$ cat src/sv/crcst_pkg.sv
// Shared types, codes and the CRC-16 step function of the CRC segment transfer engine.
package crcst_pkg;

  // Operation codes of an input beat
  localparam logic [2:0] OP_START_RX = 3'd0;
  localparam logic [2:0] OP_START_TX = 3'd1;
  localparam logic [2:0] OP_LINK     = 3'd2;
  localparam logic [2:0] OP_TIMEOUT  = 3'd3;
  localparam logic [2:0] OP_LOAD     = 3'd4;
  localparam logic [2:0] OP_READ     = 3'd5;

  // Result kinds
  localparam logic [1:0] KIND_LINK   = 2'd0;
  localparam logic [1:0] KIND_READ   = 2'd1;
  localparam logic [1:0] KIND_FINISH = 2'd2;

  // Segment finish status
  localparam logic [1:0] ST_SUCCESS = 2'd0;
  localparam logic [1:0] ST_TIMEOUT = 2'd1;
  localparam logic [1:0] ST_NAK     = 2'd2;
  localparam logic [1:0] ST_ABORT   = 2'd3;

  // Configuration register indexes
  localparam logic [2:0] REG_MAX_ATTEMPTS = 3'd0;
  localparam logic [2:0] REG_RX_CODE      = 3'd1;
  localparam logic [2:0] REG_TX_CODE      = 3'd2;
  localparam logic [2:0] REG_OK_CODE      = 3'd3;
  localparam logic [2:0] REG_RESEND_CODE  = 3'd4;
  localparam logic [2:0] REG_ABORT_CODE   = 3'd5;
  localparam logic [2:0] REG_ACK_CODE     = 3'd6;

  // Reflected CRC-16 polynomial
  localparam logic [15:0] CRC_POLY = 16'hA001;

  // Link protocol phase
  typedef enum logic [3:0] {
    PH_IDLE,
    PH_ACK_ID,
    PH_ACK_LEN,
    PH_RECV,
    PH_ACK_RESEND,
    PH_ACK_ABORT,
    PH_ACK_OK
  } phase_e;

  // Beat sequencer state
  typedef enum logic [1:0] {
    SEQ_IDLE,
    SEQ_RD_WAIT,
    SEQ_LEN_HI,
    SEQ_TX
  } seq_e;

  // Configuration register contents
  typedef struct packed {
    logic [7:0] max_attempts;
    logic [7:0] rx_segment_code;
    logic [7:0] tx_segment_code;
    logic [7:0] reply_ok_code;
    logic [7:0] reply_resend_code;
    logic [7:0] reply_abort_code;
    logic [7:0] ack_code;
  } cfg_t;

  // One byte of CRC-16 update, bit at a time
  function automatic logic [15:0] crc_step(logic [15:0] crc, logic [7:0] b);
    logic [15:0] c;
    c = crc ^ {8'h00, b};
    for (int k = 0; k < 8; k++) begin
      c = c[0] ? ((c >> 1) ^ CRC_POLY) : (c >> 1);
    end
    return c;
  endfunction

endpackage

$ cat src/sv/crcst_store.sv
// Segment byte store: one write port, one read port with registered read data.
module crcst_store #(
  parameter int DEPTH = 32,
  parameter int AW    = 5
) (
  input  logic          clk_i,
  input  logic          we_i,
  input  logic [AW-1:0] waddr_i,
  input  logic [7:0]    wdata_i,
  input  logic          re_i,
  input  logic [AW-1:0] raddr_i,
  output logic [7:0]    rdata_o
);

  logic [7:0] mem [DEPTH];
  logic [7:0] rdata_q;

  // Write port
  always_ff @(posedge clk_i) begin
    if (we_i) begin
      mem[waddr_i] <= wdata_i;
    end
  end

  // Read port, registered read data
  always_ff @(posedge clk_i) begin
    if (re_i) begin
      rdata_q <= mem[raddr_i];
    end
  end

  assign rdata_o = rdata_q;

endmodule

$ cat src/sv/crcst_cfg.sv
// APB-style configuration registers of the CRC segment transfer engine.
module crcst_cfg (
  input  logic              clk_i,
  input  logic              rst_ni,
  input  logic              psel,
  input  logic              penable,
  input  logic              pwrite,
  input  logic [4:0]        paddr,
  input  logic [31:0]       pwdata,
  output logic [31:0]       prdata,
  output logic              pready,
  output crcst_pkg::cfg_t   cfg_o
);

  crcst_pkg::cfg_t cfg_q, cfg_d;
  logic [2:0]      idx;
  logic            wr_en;
  logic [7:0]      rd_byte;

  assign idx    = paddr[4:2];
  assign wr_en  = psel && penable && pwrite;
  assign pready = 1'b1;

  // Register write decode
  always_comb begin
    cfg_d = cfg_q;
    if (wr_en) begin
      case (idx)
        crcst_pkg::REG_MAX_ATTEMPTS: cfg_d.max_attempts      = pwdata[7:0];
        crcst_pkg::REG_RX_CODE:      cfg_d.rx_segment_code   = pwdata[7:0];
        crcst_pkg::REG_TX_CODE:      cfg_d.tx_segment_code   = pwdata[7:0];
        crcst_pkg::REG_OK_CODE:      cfg_d.reply_ok_code     = pwdata[7:0];
        crcst_pkg::REG_RESEND_CODE:  cfg_d.reply_resend_code = pwdata[7:0];
        crcst_pkg::REG_ABORT_CODE:   cfg_d.reply_abort_code  = pwdata[7:0];
        crcst_pkg::REG_ACK_CODE:     cfg_d.ack_code          = pwdata[7:0];
        default: ;
      endcase
    end
  end

  // Read mux
  always_comb begin
    case (idx)
      crcst_pkg::REG_MAX_ATTEMPTS: rd_byte = cfg_q.max_attempts;
      crcst_pkg::REG_RX_CODE:      rd_byte = cfg_q.rx_segment_code;
      crcst_pkg::REG_TX_CODE:      rd_byte = cfg_q.tx_segment_code;
      crcst_pkg::REG_OK_CODE:      rd_byte = cfg_q.reply_ok_code;
      crcst_pkg::REG_RESEND_CODE:  rd_byte = cfg_q.reply_resend_code;
      crcst_pkg::REG_ABORT_CODE:   rd_byte = cfg_q.reply_abort_code;
      crcst_pkg::REG_ACK_CODE:     rd_byte = cfg_q.ack_code;
      default:                     rd_byte = 8'h00;
    endcase
  end

  assign prdata = {24'h000000, rd_byte};

  always_ff @(posedge clk_i or negedge rst_ni) begin
    if (!rst_ni) begin
      cfg_q.max_attempts      <= 8'd5;
      cfg_q.rx_segment_code   <= 8'd1;
      cfg_q.tx_segment_code   <= 8'd2;
      cfg_q.reply_ok_code     <= 8'd3;
      cfg_q.reply_resend_code <= 8'd4;
      cfg_q.reply_abort_code  <= 8'd5;
      cfg_q.ack_code          <= 8'd6;
    end else begin
      cfg_q <= cfg_d;
    end
  end

  assign cfg_o = cfg_q;

endmodule

$ cat src/sv/crcst_ctrl.sv
// Link protocol control: phase tracking, CRC check, retries and result sequencing.
module crcst_ctrl #(
  parameter int MAX_SEGMENT = 32,
  parameter int AW          = 5
) (
  input  logic            clk_i,
  input  logic            rst_ni,
  input  crcst_pkg::cfg_t cfg_i,
  input  logic            start,
  output logic            busy,
  input  logic [2:0]      op_i,
  input  logic [6:0]      seg_length_i,
  input  logic [5:0]      slot_i,
  input  logic [7:0]      byte_in_i,
  output logic            result_valid_o,
  output logic [1:0]      kind_o,
  output logic [7:0]      byte_out_o,
  output logic [1:0]      status_o,
  output logic            last_o,
  output logic            mem_we_o,
  output logic [AW-1:0]   mem_waddr_o,
  output logic [7:0]      mem_wdata_o,
  output logic            mem_re_o,
  output logic [AW-1:0]   mem_raddr_o,
  input  logic [7:0]      mem_rdata_i
);

  localparam logic [6:0] MaxSeg = 7'(MAX_SEGMENT);

  crcst_pkg::seq_e   seq_q, seq_d;
  crcst_pkg::phase_e phase_q, phase_d;
  logic        sending_q, sending_d;
  logic [6:0]  len_q, len_d;
  logic [6:0]  cnt_q, cnt_d;
  logic [15:0] crc_q, crc_d;
  logic [15:0] sum_q, sum_d;
  logic [7:0]  tries_q, tries_d;
  logic [6:0]  tx_idx_q, tx_idx_d;
  logic        rd_zero_q, rd_zero_d;
  logic        res_valid_q, res_valid_d;
  logic [1:0]  kind_q, kind_d;
  logic [7:0]  byte_q, byte_d;
  logic [1:0]  status_q, status_d;
  logic        last_q, last_d;

  logic        accept;
  logic        is_ack;
  logic        slot_ok;
  logic        tx_last;
  logic [6:0]  len_sat;
  logic [6:0]  tx_next;
  logic [7:0]  tries_dec;

  assign accept    = start && (seq_q == crcst_pkg::SEQ_IDLE);
  assign busy      = (seq_q != crcst_pkg::SEQ_IDLE);
  assign is_ack    = (byte_in_i == cfg_i.ack_code);
  assign slot_ok   = ({1'b0, slot_i} < MaxSeg);
  assign tx_last   = (tx_idx_q == len_q - 7'd1);
  assign tx_next   = tx_idx_q + 7'd1;
  assign len_sat   = (seg_length_i > MaxSeg) ? MaxSeg : seg_length_i;
  assign tries_dec = tries_q - 8'd1;

  // Sequencer next state
  always_comb begin
    seq_d = seq_q;
    case (seq_q)
      crcst_pkg::SEQ_IDLE: begin
        if (accept) begin
          if (op_i == crcst_pkg::OP_READ) begin
            seq_d = crcst_pkg::SEQ_RD_WAIT;
          end else if (op_i == crcst_pkg::OP_LINK && is_ack &&
                       phase_q == crcst_pkg::PH_ACK_ID) begin
            seq_d = crcst_pkg::SEQ_LEN_HI;
          end else if (op_i == crcst_pkg::OP_LINK && is_ack && sending_q &&
                       len_q != 7'd0 &&
                       (phase_q inside {crcst_pkg::PH_ACK_LEN,
                                        crcst_pkg::PH_ACK_RESEND})) begin
            seq_d = crcst_pkg::SEQ_TX;
          end
        end
      end
      crcst_pkg::SEQ_RD_WAIT: seq_d = crcst_pkg::SEQ_IDLE;
      crcst_pkg::SEQ_LEN_HI:  seq_d = crcst_pkg::SEQ_IDLE;
      crcst_pkg::SEQ_TX: begin
        if (tx_last) begin
          seq_d = crcst_pkg::SEQ_IDLE;
        end
      end
      default: seq_d = crcst_pkg::SEQ_IDLE;
    endcase
  end

  // Datapath, store accesses and result beats
  always_comb begin
    phase_d     = phase_q;
    sending_d   = sending_q;
    len_d       = len_q;
    cnt_d       = cnt_q;
    crc_d       = crc_q;
    sum_d       = sum_q;
    tries_d     = tries_q;
    tx_idx_d    = tx_idx_q;
    rd_zero_d   = rd_zero_q;
    res_valid_d = 1'b0;
    kind_d      = crcst_pkg::KIND_LINK;
    byte_d      = 8'h00;
    status_d    = crcst_pkg::ST_SUCCESS;
    last_d      = 1'b0;
    mem_we_o    = 1'b0;
    mem_waddr_o = slot_i[AW-1:0];
    mem_wdata_o = byte_in_i;
    mem_re_o    = 1'b0;
    mem_raddr_o = slot_i[AW-1:0];

    case (seq_q)
      crcst_pkg::SEQ_IDLE: begin
        if (accept) begin
          case (op_i)
            crcst_pkg::OP_START_RX, crcst_pkg::OP_START_TX: begin
              if (phase_q == crcst_pkg::PH_IDLE) begin
                len_d       = len_sat;
                sending_d   = op_i[0];
                tries_d     = cfg_i.max_attempts;
                cnt_d       = 7'd0;
                crc_d       = 16'h0000;
                sum_d       = 16'h0000;
                res_valid_d = 1'b1;
                byte_d      = op_i[0] ? cfg_i.tx_segment_code : cfg_i.rx_segment_code;
                last_d      = 1'b1;
                phase_d     = crcst_pkg::PH_ACK_ID;
              end
            end
            crcst_pkg::OP_LINK: begin
              if (phase_q == crcst_pkg::PH_RECV) begin
                // data bytes go to the store (count below length keeps it in range)
                if (cnt_q < len_q) begin
                  mem_we_o    = 1'b1;
                  mem_waddr_o = cnt_q[AW-1:0];
                  crc_d       = crcst_pkg::crc_step(crc_q, byte_in_i);
                end else if (cnt_q == len_q) begin
                  sum_d[7:0] = byte_in_i;
                end else begin
                  sum_d[15:8] = byte_in_i;
                end
                cnt_d = cnt_q + 7'd1;
                // checksum high byte closes the attempt
                if (cnt_q == len_q + 7'd1) begin
                  res_valid_d = 1'b1;
                  last_d      = 1'b1;
                  if (crc_q == {byte_in_i, sum_q[7:0]}) begin
                    byte_d  = cfg_i.reply_ok_code;
                    phase_d = crcst_pkg::PH_ACK_OK;
                  end else begin
                    tries_d = tries_dec;
                    if (tries_dec != 8'd0) begin
                      byte_d  = cfg_i.reply_resend_code;
                      phase_d = crcst_pkg::PH_ACK_RESEND;
                    end else begin
                      byte_d  = cfg_i.reply_abort_code;
                      phase_d = crcst_pkg::PH_ACK_ABORT;
                    end
                  end
                end
              end else if (phase_q != crcst_pkg::PH_IDLE) begin
                if (!is_ack) begin
                  res_valid_d = 1'b1;
                  kind_d      = crcst_pkg::KIND_FINISH;
                  status_d    = crcst_pkg::ST_NAK;
                  last_d      = 1'b1;
                  phase_d     = crcst_pkg::PH_IDLE;
                end else begin
                  case (phase_q)
                    crcst_pkg::PH_ACK_ID: begin
                      // low length byte now, high byte next cycle
                      res_valid_d = 1'b1;
                      byte_d      = {1'b0, len_q};
                      phase_d     = crcst_pkg::PH_ACK_LEN;
                    end
                    crcst_pkg::PH_ACK_LEN, crcst_pkg::PH_ACK_RESEND: begin
                      crc_d   = 16'h0000;
                      sum_d   = 16'h0000;
                      cnt_d   = 7'd0;
                      phase_d = crcst_pkg::PH_RECV;
                      if (sending_q) begin
                        cnt_d = len_q;
                        if (len_q != 7'd0) begin
                          mem_re_o    = 1'b1;
                          mem_raddr_o = '0;
                          tx_idx_d    = 7'd0;
                        end
                      end
                    end
                    crcst_pkg::PH_ACK_ABORT: begin
                      res_valid_d = 1'b1;
                      kind_d      = crcst_pkg::KIND_FINISH;
                      status_d    = crcst_pkg::ST_ABORT;
                      last_d      = 1'b1;
                      phase_d     = crcst_pkg::PH_IDLE;
                    end
                    crcst_pkg::PH_ACK_OK: begin
                      res_valid_d = 1'b1;
                      kind_d      = crcst_pkg::KIND_FINISH;
                      status_d    = crcst_pkg::ST_SUCCESS;
                      last_d      = 1'b1;
                      phase_d     = crcst_pkg::PH_IDLE;
                    end
                    default: phase_d = crcst_pkg::PH_IDLE;
                  endcase
                end
              end
            end
            crcst_pkg::OP_TIMEOUT: begin
              if (phase_q != crcst_pkg::PH_IDLE) begin
                res_valid_d = 1'b1;
                kind_d      = crcst_pkg::KIND_FINISH;
                status_d    = crcst_pkg::ST_TIMEOUT;
                last_d      = 1'b1;
                phase_d     = crcst_pkg::PH_IDLE;
              end
            end
            crcst_pkg::OP_LOAD: begin
              mem_we_o = slot_ok;
            end
            crcst_pkg::OP_READ: begin
              mem_re_o  = 1'b1;
              rd_zero_d = !slot_ok;
            end
            default: ;
          endcase
        end
      end
      crcst_pkg::SEQ_RD_WAIT: begin
        res_valid_d = 1'b1;
        kind_d      = crcst_pkg::KIND_READ;
        byte_d      = rd_zero_q ? 8'h00 : mem_rdata_i;
        last_d      = 1'b1;
      end
      crcst_pkg::SEQ_LEN_HI: begin
        res_valid_d = 1'b1;
        last_d      = 1'b1;
      end
      crcst_pkg::SEQ_TX: begin
        // stream one stored byte a cycle, next read issued alongside
        res_valid_d = 1'b1;
        byte_d      = mem_rdata_i;
        last_d      = tx_last;
        crc_d       = crcst_pkg::crc_step(crc_q, mem_rdata_i);
        if (!tx_last) begin
          mem_re_o    = 1'b1;
          mem_raddr_o = tx_next[AW-1:0];
          tx_idx_d    = tx_next;
        end
      end
      default: ;
    endcase
  end

  // Control state
  always_ff @(posedge clk_i or negedge rst_ni) begin
    if (!rst_ni) begin
      seq_q       <= crcst_pkg::SEQ_IDLE;
      phase_q     <= crcst_pkg::PH_IDLE;
      sending_q   <= 1'b0;
      len_q       <= 7'd0;
      cnt_q       <= 7'd0;
      crc_q       <= 16'h0000;
      sum_q       <= 16'h0000;
      tries_q     <= 8'd0;
      tx_idx_q    <= 7'd0;
      rd_zero_q   <= 1'b0;
      res_valid_q <= 1'b0;
    end else begin
      seq_q       <= seq_d;
      phase_q     <= phase_d;
      sending_q   <= sending_d;
      len_q       <= len_d;
      cnt_q       <= cnt_d;
      crc_q       <= crc_d;
      sum_q       <= sum_d;
      tries_q     <= tries_d;
      tx_idx_q    <= tx_idx_d;
      rd_zero_q   <= rd_zero_d;
      res_valid_q <= res_valid_d;
    end
  end

  // Result payload
  always_ff @(posedge clk_i) begin
    kind_q   <= kind_d;
    byte_q   <= byte_d;
    status_q <= status_d;
    last_q   <= last_d;
  end

  assign result_valid_o = res_valid_q;
  assign kind_o         = kind_q;
  assign byte_out_o     = byte_q;
  assign status_o       = status_q;
  assign last_o         = last_q;

endmodule

$ cat src/sv/crc_segment_transfer_engine_unit.sv
// Top level of the CRC segment transfer engine.
// Usage:
//   Commands enter on start/busy: a beat is taken when start is high and busy
//   is low. op selects start receive, start transmit, link byte, link timeout,
//   load byte or read byte. Results leave one per cycle on result_valid_o with
//   kind_o, byte_out_o, status_o and last_o; last_o marks the final result of
//   a command. Results cannot be held off by the receiver.
//   A read byte or a transmit burst first waits on the store's read register.
//   Most commands return to idle at once; a read byte passes through the read
//   wait state, the length announcement through the length-high state, and a
//   transmit burst of N stored bytes stays busy until its last byte, paced by
//   the single read port of the segment store (one byte read and one CRC byte
//   step per cycle). Configuration registers (max attempts and the link byte
//   codes) sit on the APB-style port, byte address 4*i; the user must write
//   them only while the engine is idle, unchecked by the block. Reset puts the
//   link in idle and loads the default codes; the segment store is not
//   cleared and must be written before it is read.
module crc_segment_transfer_engine_unit #(
  parameter int MAX_SEGMENT = 32
) (
  input  logic        clk_i,
  input  logic        rst_ni,
  input  logic        psel,
  input  logic        penable,
  input  logic        pwrite,
  input  logic [4:0]  paddr,
  input  logic [31:0] pwdata,
  output logic [31:0] prdata,
  output logic        pready,
  input  logic        start,
  output logic        busy,
  input  logic [2:0]  op_i,
  input  logic [6:0]  seg_length_i,
  input  logic [5:0]  slot_i,
  input  logic [7:0]  byte_in_i,
  output logic        result_valid_o,
  output logic [1:0]  kind_o,
  output logic [7:0]  byte_out_o,
  output logic [1:0]  status_o,
  output logic        last_o
);

  localparam int AW = (MAX_SEGMENT > 1) ? $clog2(MAX_SEGMENT) : 1;

  crcst_pkg::cfg_t cfg;
  logic            mem_we;
  logic [AW-1:0]   mem_waddr;
  logic [7:0]      mem_wdata;
  logic            mem_re;
  logic [AW-1:0]   mem_raddr;
  logic [7:0]      mem_rdata;

  // Configuration registers
  crcst_cfg u_cfg (
    .clk_i   (clk_i),
    .rst_ni  (rst_ni),
    .psel    (psel),
    .penable (penable),
    .pwrite  (pwrite),
    .paddr   (paddr),
    .pwdata  (pwdata),
    .prdata  (prdata),
    .pready  (pready),
    .cfg_o   (cfg)
  );

  // Segment store
  crcst_store #(
    .DEPTH (MAX_SEGMENT),
    .AW    (AW)
  ) u_store (
    .clk_i   (clk_i),
    .we_i    (mem_we),
    .waddr_i (mem_waddr),
    .wdata_i (mem_wdata),
    .re_i    (mem_re),
    .raddr_i (mem_raddr),
    .rdata_o (mem_rdata)
  );

  // Protocol control
  crcst_ctrl #(
    .MAX_SEGMENT (MAX_SEGMENT),
    .AW          (AW)
  ) u_ctrl (
    .clk_i          (clk_i),
    .rst_ni         (rst_ni),
    .cfg_i          (cfg),
    .start          (start),
    .busy           (busy),
    .op_i           (op_i),
    .seg_length_i   (seg_length_i),
    .slot_i         (slot_i),
    .byte_in_i      (byte_in_i),
    .result_valid_o (result_valid_o),
    .kind_o         (kind_o),
    .byte_out_o     (byte_out_o),
    .status_o       (status_o),
    .last_o         (last_o),
    .mem_we_o       (mem_we),
    .mem_waddr_o    (mem_waddr),
    .mem_wdata_o    (mem_wdata),
    .mem_re_o       (mem_re),
    .mem_raddr_o    (mem_raddr),
    .mem_rdata_i    (mem_rdata)
  );

endmodule

$ cat config.mk
export PLATFORM = sky130hd
export DESIGN_NAME = crc_segment_transfer_engine_unit
export DESIGN_NICKNAME = d
export VERILOG_FILES = /design/src/sv/crcst_pkg.sv /design/src/sv/crcst_store.sv /design/src/sv/crcst_cfg.sv /design/src/sv/crcst_ctrl.sv /design/src/sv/crc_segment_transfer_engine_unit.sv
export SDC_FILE = /design/constraint.sdc
export NUM_CORES = 1
export LEC_CHECK = 0
export BUFFER_PORTS_ARGS = -buffer_cell sky130_fd_sc_hd__buf_2
export CORE_MARGIN = 4
export CORE_UTILIZATION = 40
export CTS_CLUSTER_DIAMETER = 80
export DETAILED_ROUTE_END_ITERATION = 10
export GPL_TIMING_DRIVEN = 1
export HOLD_SLACK_MARGIN = 0.12
export MAX_ROUTING_LAYER = met4
export PLACE_DENSITY = 0.67
export RECOVER_POWER = 50
export SETUP_SLACK_MARGIN = 0.1
export SYNTH_ARGS = -nofsm -noshare
export SYNTH_HDL_FRONTEND = slang
export SYNTH_SLANG_ARGS = --single-unit
$ cat constraint.sdc
create_clock -name clk_i -period 10.7 [get_ports clk_i]
set_clock_uncertainty 0.05 [all_clocks]
set_input_delay 1.07 -clock clk_i [delete_from_list [all_inputs] [get_ports clk_i]]
set_output_delay 1.07 -clock clk_i [all_outputs]
set_load 0.02 [all_outputs]
Yosys cells after proc, flatten, opt, wreduce, memory -nomap -nowiden. Memory sizes are Yosys's and may differ from the RTL's. A register that Yosys moved wholly into a read port is not among the register bits. Index checks and enable logic that the tools add are counted.

Add/subtract/negate cells: 5. Magnitude comparators: 3. Equality and inequality tests: 53. Mux-type cells: 145. Bitwise gates (word level): 18. Reduce and logical (&&, ||, !) cells: 44.

Operator list (count): $mux W16 (23); $mux W8 (17); $mux W7 (17); $mux W5 (14); $pmux W16 S2 (2); $pmux W8 S7 (1); $not A2 Y3 (16); $pmux W8 S2 (3); $xor A16 B8 Y16 (2); $mux W2 (15); $mux W1 (29); $mux W4 (7); $pmux W7 S2 (2); $pmux W8 S3 (1); $add A7 B1 Y7 const B (3); $eq A7 B7 Y1 (3); $ne A3 B3 Y1 const B (7); $reduce_and A7 Y1 (3); $ne A2 B2 Y1 const B (9); $eq A16 B16 Y1 (1); $ne A4 B4 Y1 const B (4); $pmux W2 S2 (4); $reduce_and A2 Y1 (8); $eq A3 B3 Y1 const B (5); 38 further kinds (72).

Flip-flop bits (word level): 131. RAM bits: 256. Input port bits: 67. Output and inout port bits: 48. Logic and storage cells: 291. Memories kept: 1.

Memories: u_store.mem (words 32, bits a word 8, rd ports 1, clocked after memory_dff 1, wr ports 1, line crcst_store.sv:15) `logic [7:0] mem [DEPTH];`.

Logic depth before layout (Yosys ltp).
Depth in word-level cells: 22. Gate-level depth with buffers: 16. Mapped depth without buffers: 11.

Hierarchy. Synthesis repeated with hierarchy kept, for this count alone.

Cell total of the unflattened synthesis: 1354. Area total of the unflattened synthesis: 19079.5 um^2.

Modules (own cells, without submodules): crcst_store (instances 1, cells each 417, area an instance 10133.5 um^2); crcst_ctrl (instances 1, cells each 711, area an instance 5993.2 um^2); crcst_cfg (instances 1, cells each 226, area an instance 2952.8 um^2).

Worst setup path before layout. OpenSTA, ideal clock, no wires.

Path kind: in2reg. Start: input port op_i[0]. End: register u_store.rdata_q[2], in the netlist u_store.rdata_o[2] (read register of u_store.mem) (data pin). Setup time: 0.261 ns. Data arrival time: 3.682 ns. Path slack: 6.707 ns. Stages: 12. Path through: buf_2 -> or3b_1 -> buf_2 -> a2111oi_2 -> nand4_1 -> a21o_1 -> buf_6 -> a221o_1 -> nor4_2 -> a32oi_1 -> o211ai_1 -> nor4_2.

Cells in the longest elaborated chain, start to end: 4. Elaborated cells on any way between the ends: 8. Classes of those cells: eq/ne: 2; mux: 6.

Ends and longest elaborated chain: start: declaration (line crc_segment_transfer_engine_unit.sv:32) `input logic [2:0] op_i,`; $eq A3 B3 Y1 or $eq A3 B2 Y1 (tied branches) (line crcst_ctrl.sv:118) `case (op_i)`; $pmux W1 S2 or $mux W5 (tied branches) (line crcst_ctrl.sv:118); $mux W1 or $mux W5 (tied branches) (line crcst_ctrl.sv:117) `if (accept) begin`; $pmux W1 S2 or $pmux W5 S2 (tied branches) (line crcst_ctrl.sv:115) `case (seq_q)`; end: declaration (line crcst_store.sv:16) `logic [7:0] rdata_q;`.

Several ways; a longest one is shown, not always the timed one. A chain may end at the register's enable or synchronous reset.

Worst setup path in the final report.
Start: input port byte_in_i[4]. End: register u_store.rdata_q[6], in the netlist u_store.rdata_o[6] (read register of u_store.mem) (data pin).

Cells in the longest elaborated chain, start to end: 7. Elaborated cells on any way between the ends: 13. Classes of those cells: eq/ne: 1; mux: 12.

Ends and longest elaborated chain: start: declaration (line crc_segment_transfer_engine_unit.sv:35) `input logic [7:0] byte_in_i,`; $eq A8 B8 Y1 * (line crcst_ctrl.sv:56) `assign is_ack = (byte_in_i == cfg_i.ack_code);`; $mux W1 or $mux W5 (tied branches) (line crcst_ctrl.sv:165) `if (!is_ack) begin`; $mux W1 or $mux W5 (tied branches) (line crcst_ctrl.sv:164) `end else if (phase_q != crcst_pkg::PH_IDLE) begin`; $mux W1 or $mux W5 (tied branches) (line crcst_ctrl.sv:134) `if (phase_q == crcst_pkg::PH_RECV) begin`; $pmux W1 S2 or $mux W5 (tied branches) (line crcst_ctrl.sv:118); $mux W1 or $mux W5 (tied branches) (line crcst_ctrl.sv:117); $pmux W1 S2 or $pmux W5 S2 (tied branches) (line crcst_ctrl.sv:115).

Mark *: on every way between the ends. The rest lies on a longest branch, timed or not.

==> flow_metrics.py <==
metrics = {
    "status": {
        "outcome": "finished, violations left",
        "failing_checks": "max-capacitance violations, max-slew violations",
    },
    "timing": {
        "fmax_mhz": 146,
        "fin_crit_sh_pct": 63.9,
        "grt_setup_unrepaired": "false",
        "timing_hold_violations_final": 0,
        "tightest_slew_ns": 3.28,
        "timing.final.max_slew_violations": 408,
        "timing.final.setup_violations": 0,
        "final.setup.worst_slack_ns": 3.86,
        "worst_slew_margin_rel_pct": -119,
        "totalNegativeSetupSlack_ns": 0,
        "layout_min_cycle_time_ns": 6.84,
    },
    "yosys": {
        "post-synth-top-count-cell": "sky130_fd_sc_hd__edfxtp_1",
        "sequential_cell_area_fraction_in_the_yosys_report_pct": 57.5,
        "primary_ff_master_synth": "sky130_fd_sc_hd__edfxtp_1",
        "ys_types": 76,
        "synthTopCellsByArea": "sky130_fd_sc_hd__edfxtp_1, sky130_fd_sc_hd__dfrtp_1, sky130_fd_sc_hd__mux2i_1",
        "area_fraction_of_the_dominant_cell_type_after_synthesis_pct": 41.0,
        "syn-instance-count": 1601,
        "ys_top_cells_by_count": "sky130_fd_sc_hd__edfxtp_1, sky130_fd_sc_hd__nand2_1, sky130_fd_sc_hd__mux2i_1",
        "post-synth-top-area-cell": "sky130_fd_sc_hd__edfxtp_1",
        "synth_edf_count": 264,
        "synth_async_sr_flop_share_pct": 29.7,
        "mappedNetlistArea_sq_um": 19400,
        "synth_seq_cells": 394,
        "syn-mean-instance-area_sq_um": 12.1,
        "number_of_warnings_issued_by_yosys": 0,
    },
    "clock_network": {
        "clock_tree.buffer_depth": 3,
        "tritoncts": "yes",
        "clock_tree.root_cell": "sky130_fd_sc_hd__clkbuf_16",
        "cts_resized": 0,
        "post_cts_hold_buffer_count": 0,
        "clock_latency_ns": 0.58,
        "clock_sink_count": 394,
        "cts_setup_buffers": 0,
        "tritoncts.num_buffers": 43,
        "cts.reportedPaths.clkPinSlew_ns": 0.06,
        "htreeDepth": 2,
    },
    "grt": {
        "grt.overflow.total": 0,
        "gr-usage-all-layers_pct": 19.0,
        "antenna_found_initial": 2,
        "global_route_wire_length_before_repair_microns": 75600,
        "first_global_vias": 12800,
        "grt_start_max_net_pins": 63,
    },
    "cells_and_area": {
        "fin_area_sq_um": 21500,
        "final_layout_size_suffix_gt1_share_pct": 15.3,
        "seqCellArea_sq_um": 11100,
        "multi_input_area_sq_um": 7590,
        "syn_to_final_growth_pct": 10.9,
        "final_net_count": 1725,
        "fill_cells": 4314,
    },
    "floorplan": {
        "floorplan.io_pins": 115,
        "floorplan.die_area_sq_um": 52000,
        "core-area_sq_um": 47700,
        "start_util_pct": 40.5,
        "floorplan.die.height_microns": 228,
        "row_count": 80,
        "chipWidth_microns": 228,
    },
    "placement": {
        "placement.io_buffers": 63,
        "dp_hpwl_microns": 33100,
        "post-place-ws_ns": 4.39,
        "placement.cell_area_sq_um": 20100,
        "finalWeightedCongestion": 0.918,
    },
    "power_and_ir_drop": {
        "internal_power_mw": 2.63,
        "cellLeakagePower_nw": 8.15,
        "irDropWorstVdd_uv": 107,
        "netSwitchingFraction_pct": 22.5,
        "clockPowerShare_pct": 43.6,
        "p_sw_mw": 0.765,
        "p_comb_share_pct": 6.0,
        "power_frac_seq_pct": 50.4,
        "power_per_cell_area_nw_per_um2": 158,
    },
    "critical_path": {
        "crit_path_end_kind": "flip-flop",
        "timing.critical_path.arrival_ns": 7.09,
        "critical_path.max_fanout": 62,
        "worst-setup-path-type": "input port to flip-flop",
        "start_kind": "input port",
        "critPathRequiredTime_ns": 10.95,
    },
    "detailed_routing": {
        "post_drt_via_cell_ratio": 5.71,
        "ant_nets": 0,
        "drc_errors": 0,
        "detailroute.via_count": 13100,
        "final_routed_wirelength_microns": 49200,
        "wl_per_cell_microns": 21.5,
        "first_pass_iters": 5,
        "drtIter0Drc": 1250,
    },
    "worst_hold_path": {
        "hold_class": "flip-flop to flip-flop",
    },
    "run": {
        "max-cap-violations": 10,
    },
}
## critical path, stage by stage
cell and delay (ns):
sky130_fd_sc_hd__buf_2 0.07, sky130_fd_sc_hd__clkbuf_1 1.33, sky130_fd_sc_hd__xor2_1 0.16, sky130_fd_sc_hd__nor4_1 0.80, sky130_fd_sc_hd__nand4_1 0.32, sky130_fd_sc_hd__a21o_1 0.45, sky130_fd_sc_hd__a211oi_4 0.82, sky130_fd_sc_hd__buf_4 0.86
sky130_fd_sc_hd__mux2i_1 0.17, sky130_fd_sc_hd__mux2i_1 0.32, sky130_fd_sc_hd__o211ai_1 0.16, sky130_fd_sc_hd__nor4_1 0.46
## cell type report
class | instances | share of cell area [%]
Clock buffer | 53 | 5.38
Sequential cell | 394 | 51.8
Clock inverter | 25 | 1.24
Multi-Input combinational cell | 1081 | 35.4
Timing Repair Buffer | 84 | 1.95
Inverter | 36 | 0.629
Tap cell | 615 | 3.58
Antenna cell | 1 | 0.0117
## path summary, 6_finish.rpt
kind                                  start  depth (start not counted)  slack [ns]            endpoint
max                            byte_in_i[4]                         12        3.86  u_store.rdata_o[6]
max in group asynchronous            rst_ni                          2        4.90     u_ctrl.sum_q[2]
max reg2reg                 u_ctrl.seq_q[1]                         12        4.96  u_store.rdata_o[6]
min reg2reg                u_ctrl.rd_zero_q                          1        0.47    u_ctrl.rd_zero_q
min in group asynchronous            rst_ni                          1        1.53   u_ctrl.tries_q[7]
min                        u_ctrl.rd_zero_q                          1        0.47    u_ctrl.rd_zero_q
## per-stage QoR
| step | hold WS, ns | power, mW | util, % | instances |
|---|---|---|---|---|
| finish | 0.468 | 3.40 | 45.0 | 2289 |
| global route | 0.493 | 3.51 | 45.0 | 2289 |
| CTS | 0.468 | 3.42 | 45.1 | 2288 |
| detailed placement | 0.453 | 1.95 | 42.1 | 2210 |
| global placement | 0.448 | 1.94 | 42.1 | 2210 |
| floorplan | 0.431 | 1.86 | - | 1624 |
## cell families (layout without fill, tap and decap cells)
family	count (synthesis)	after routing	synth area share [%]
AOI/OAI and AO/OA	265	265	9.68
xor gates and xnor gates	97	97	4.39
adders and majority gates	18	18	1.16
buffers and inverters	149	198	3.83
DFF	394	394	57.5
muxes	214	214	12.0
other	2	26	0.0388
and+or+nand+nor	462	462	11.4
## per-layer routing
layer | routed length (microns) | global-route usage, %
met1 | 21600 | 25.7
met2 | 22500 | 29.1
met3 | 3550 | 3.59
met4 | 1470 | 6.07
met5 | 0 | -
## registers in the layout (all words and copies together), names as in the netlist, 3 cells and up
name and flops:
u_ctrl.cnt_q 7, u_ctrl.crc_q 16, u_ctrl.byte_out_o 8, u_ctrl.sum_q 8, u_ctrl.len_q 7, u_ctrl.phase_q 3, u_cfg.cfg_o 56, u_ctrl.tx_idx_q 7
u_ctrl.tries_q 8, u_store.mem 256, u_store.rdata_o 8
## power by group through the flow
stage | clock [mW] | sequential (mW) | combinational, mW
floorplan | 0 | 1.73 | 0.136
global placement | 0 | 1.74 | 0.201
detailed placement | 0 | 1.74 | 0.205
CTS | 1.50 | 1.71 | 0.207
global route | 1.57 | 1.72 | 0.221
finish | 1.48 | 1.71 | 0.203
## layout by cell type, fill, tap and decap left out, types with 7 or more instances in the layout
cell type,synthesis,routed
sky130_fd_sc_hd__dfxtp_1,13,13
sky130_fd_sc_hd__o22ai_1,16,16
sky130_fd_sc_hd__dfrtp_1,106,106
sky130_fd_sc_hd__a21oi_1,49,49
sky130_fd_sc_hd__clkinv_1,0,12
sky130_fd_sc_hd__dfstp_2,11,11
sky130_fd_sc_hd__mux2i_1,120,120
sky130_fd_sc_hd__buf_4,36,9
sky130_fd_sc_hd__a22o_1,10,10
sky130_fd_sc_hd__a31oi_1,16,16
sky130_fd_sc_hd__inv_1,36,36
sky130_fd_sc_hd__a32oi_1,25,25
sky130_fd_sc_hd__nand3_1,70,70
sky130_fd_sc_hd__o21ai_0,52,52
sky130_fd_sc_hd__edfxtp_1,264,264
sky130_fd_sc_hd__ha_1,18,18
sky130_fd_sc_hd__clkbuf_1,48,27
sky130_fd_sc_hd__a2bb2oi_1,8,8
sky130_fd_sc_hd__nor2_1,90,90
sky130_fd_sc_hd__conb_1,2,25
sky130_fd_sc_hd__nor3_1,25,25
sky130_fd_sc_hd__and3_1,7,7
sky130_fd_sc_hd__nand2_1,180,180
sky130_fd_sc_hd__nor4_1,21,20
sky130_fd_sc_hd__a21boi_0,9,9
sky130_fd_sc_hd__xnor2_1,49,49
sky130_fd_sc_hd__nand2b_1,13,13
sky130_fd_sc_hd__a22oi_1,10,10
sky130_fd_sc_hd__clkbuf_16,0,44
sky130_fd_sc_hd__buf_2,17,55
sky130_fd_sc_hd__nor2b_1,10,10
sky130_fd_sc_hd__o211ai_1,11,11
sky130_fd_sc_hd__xor2_1,48,48
sky130_fd_sc_hd__mux2_2,89,89
Power figures use the tool's default switching activity.
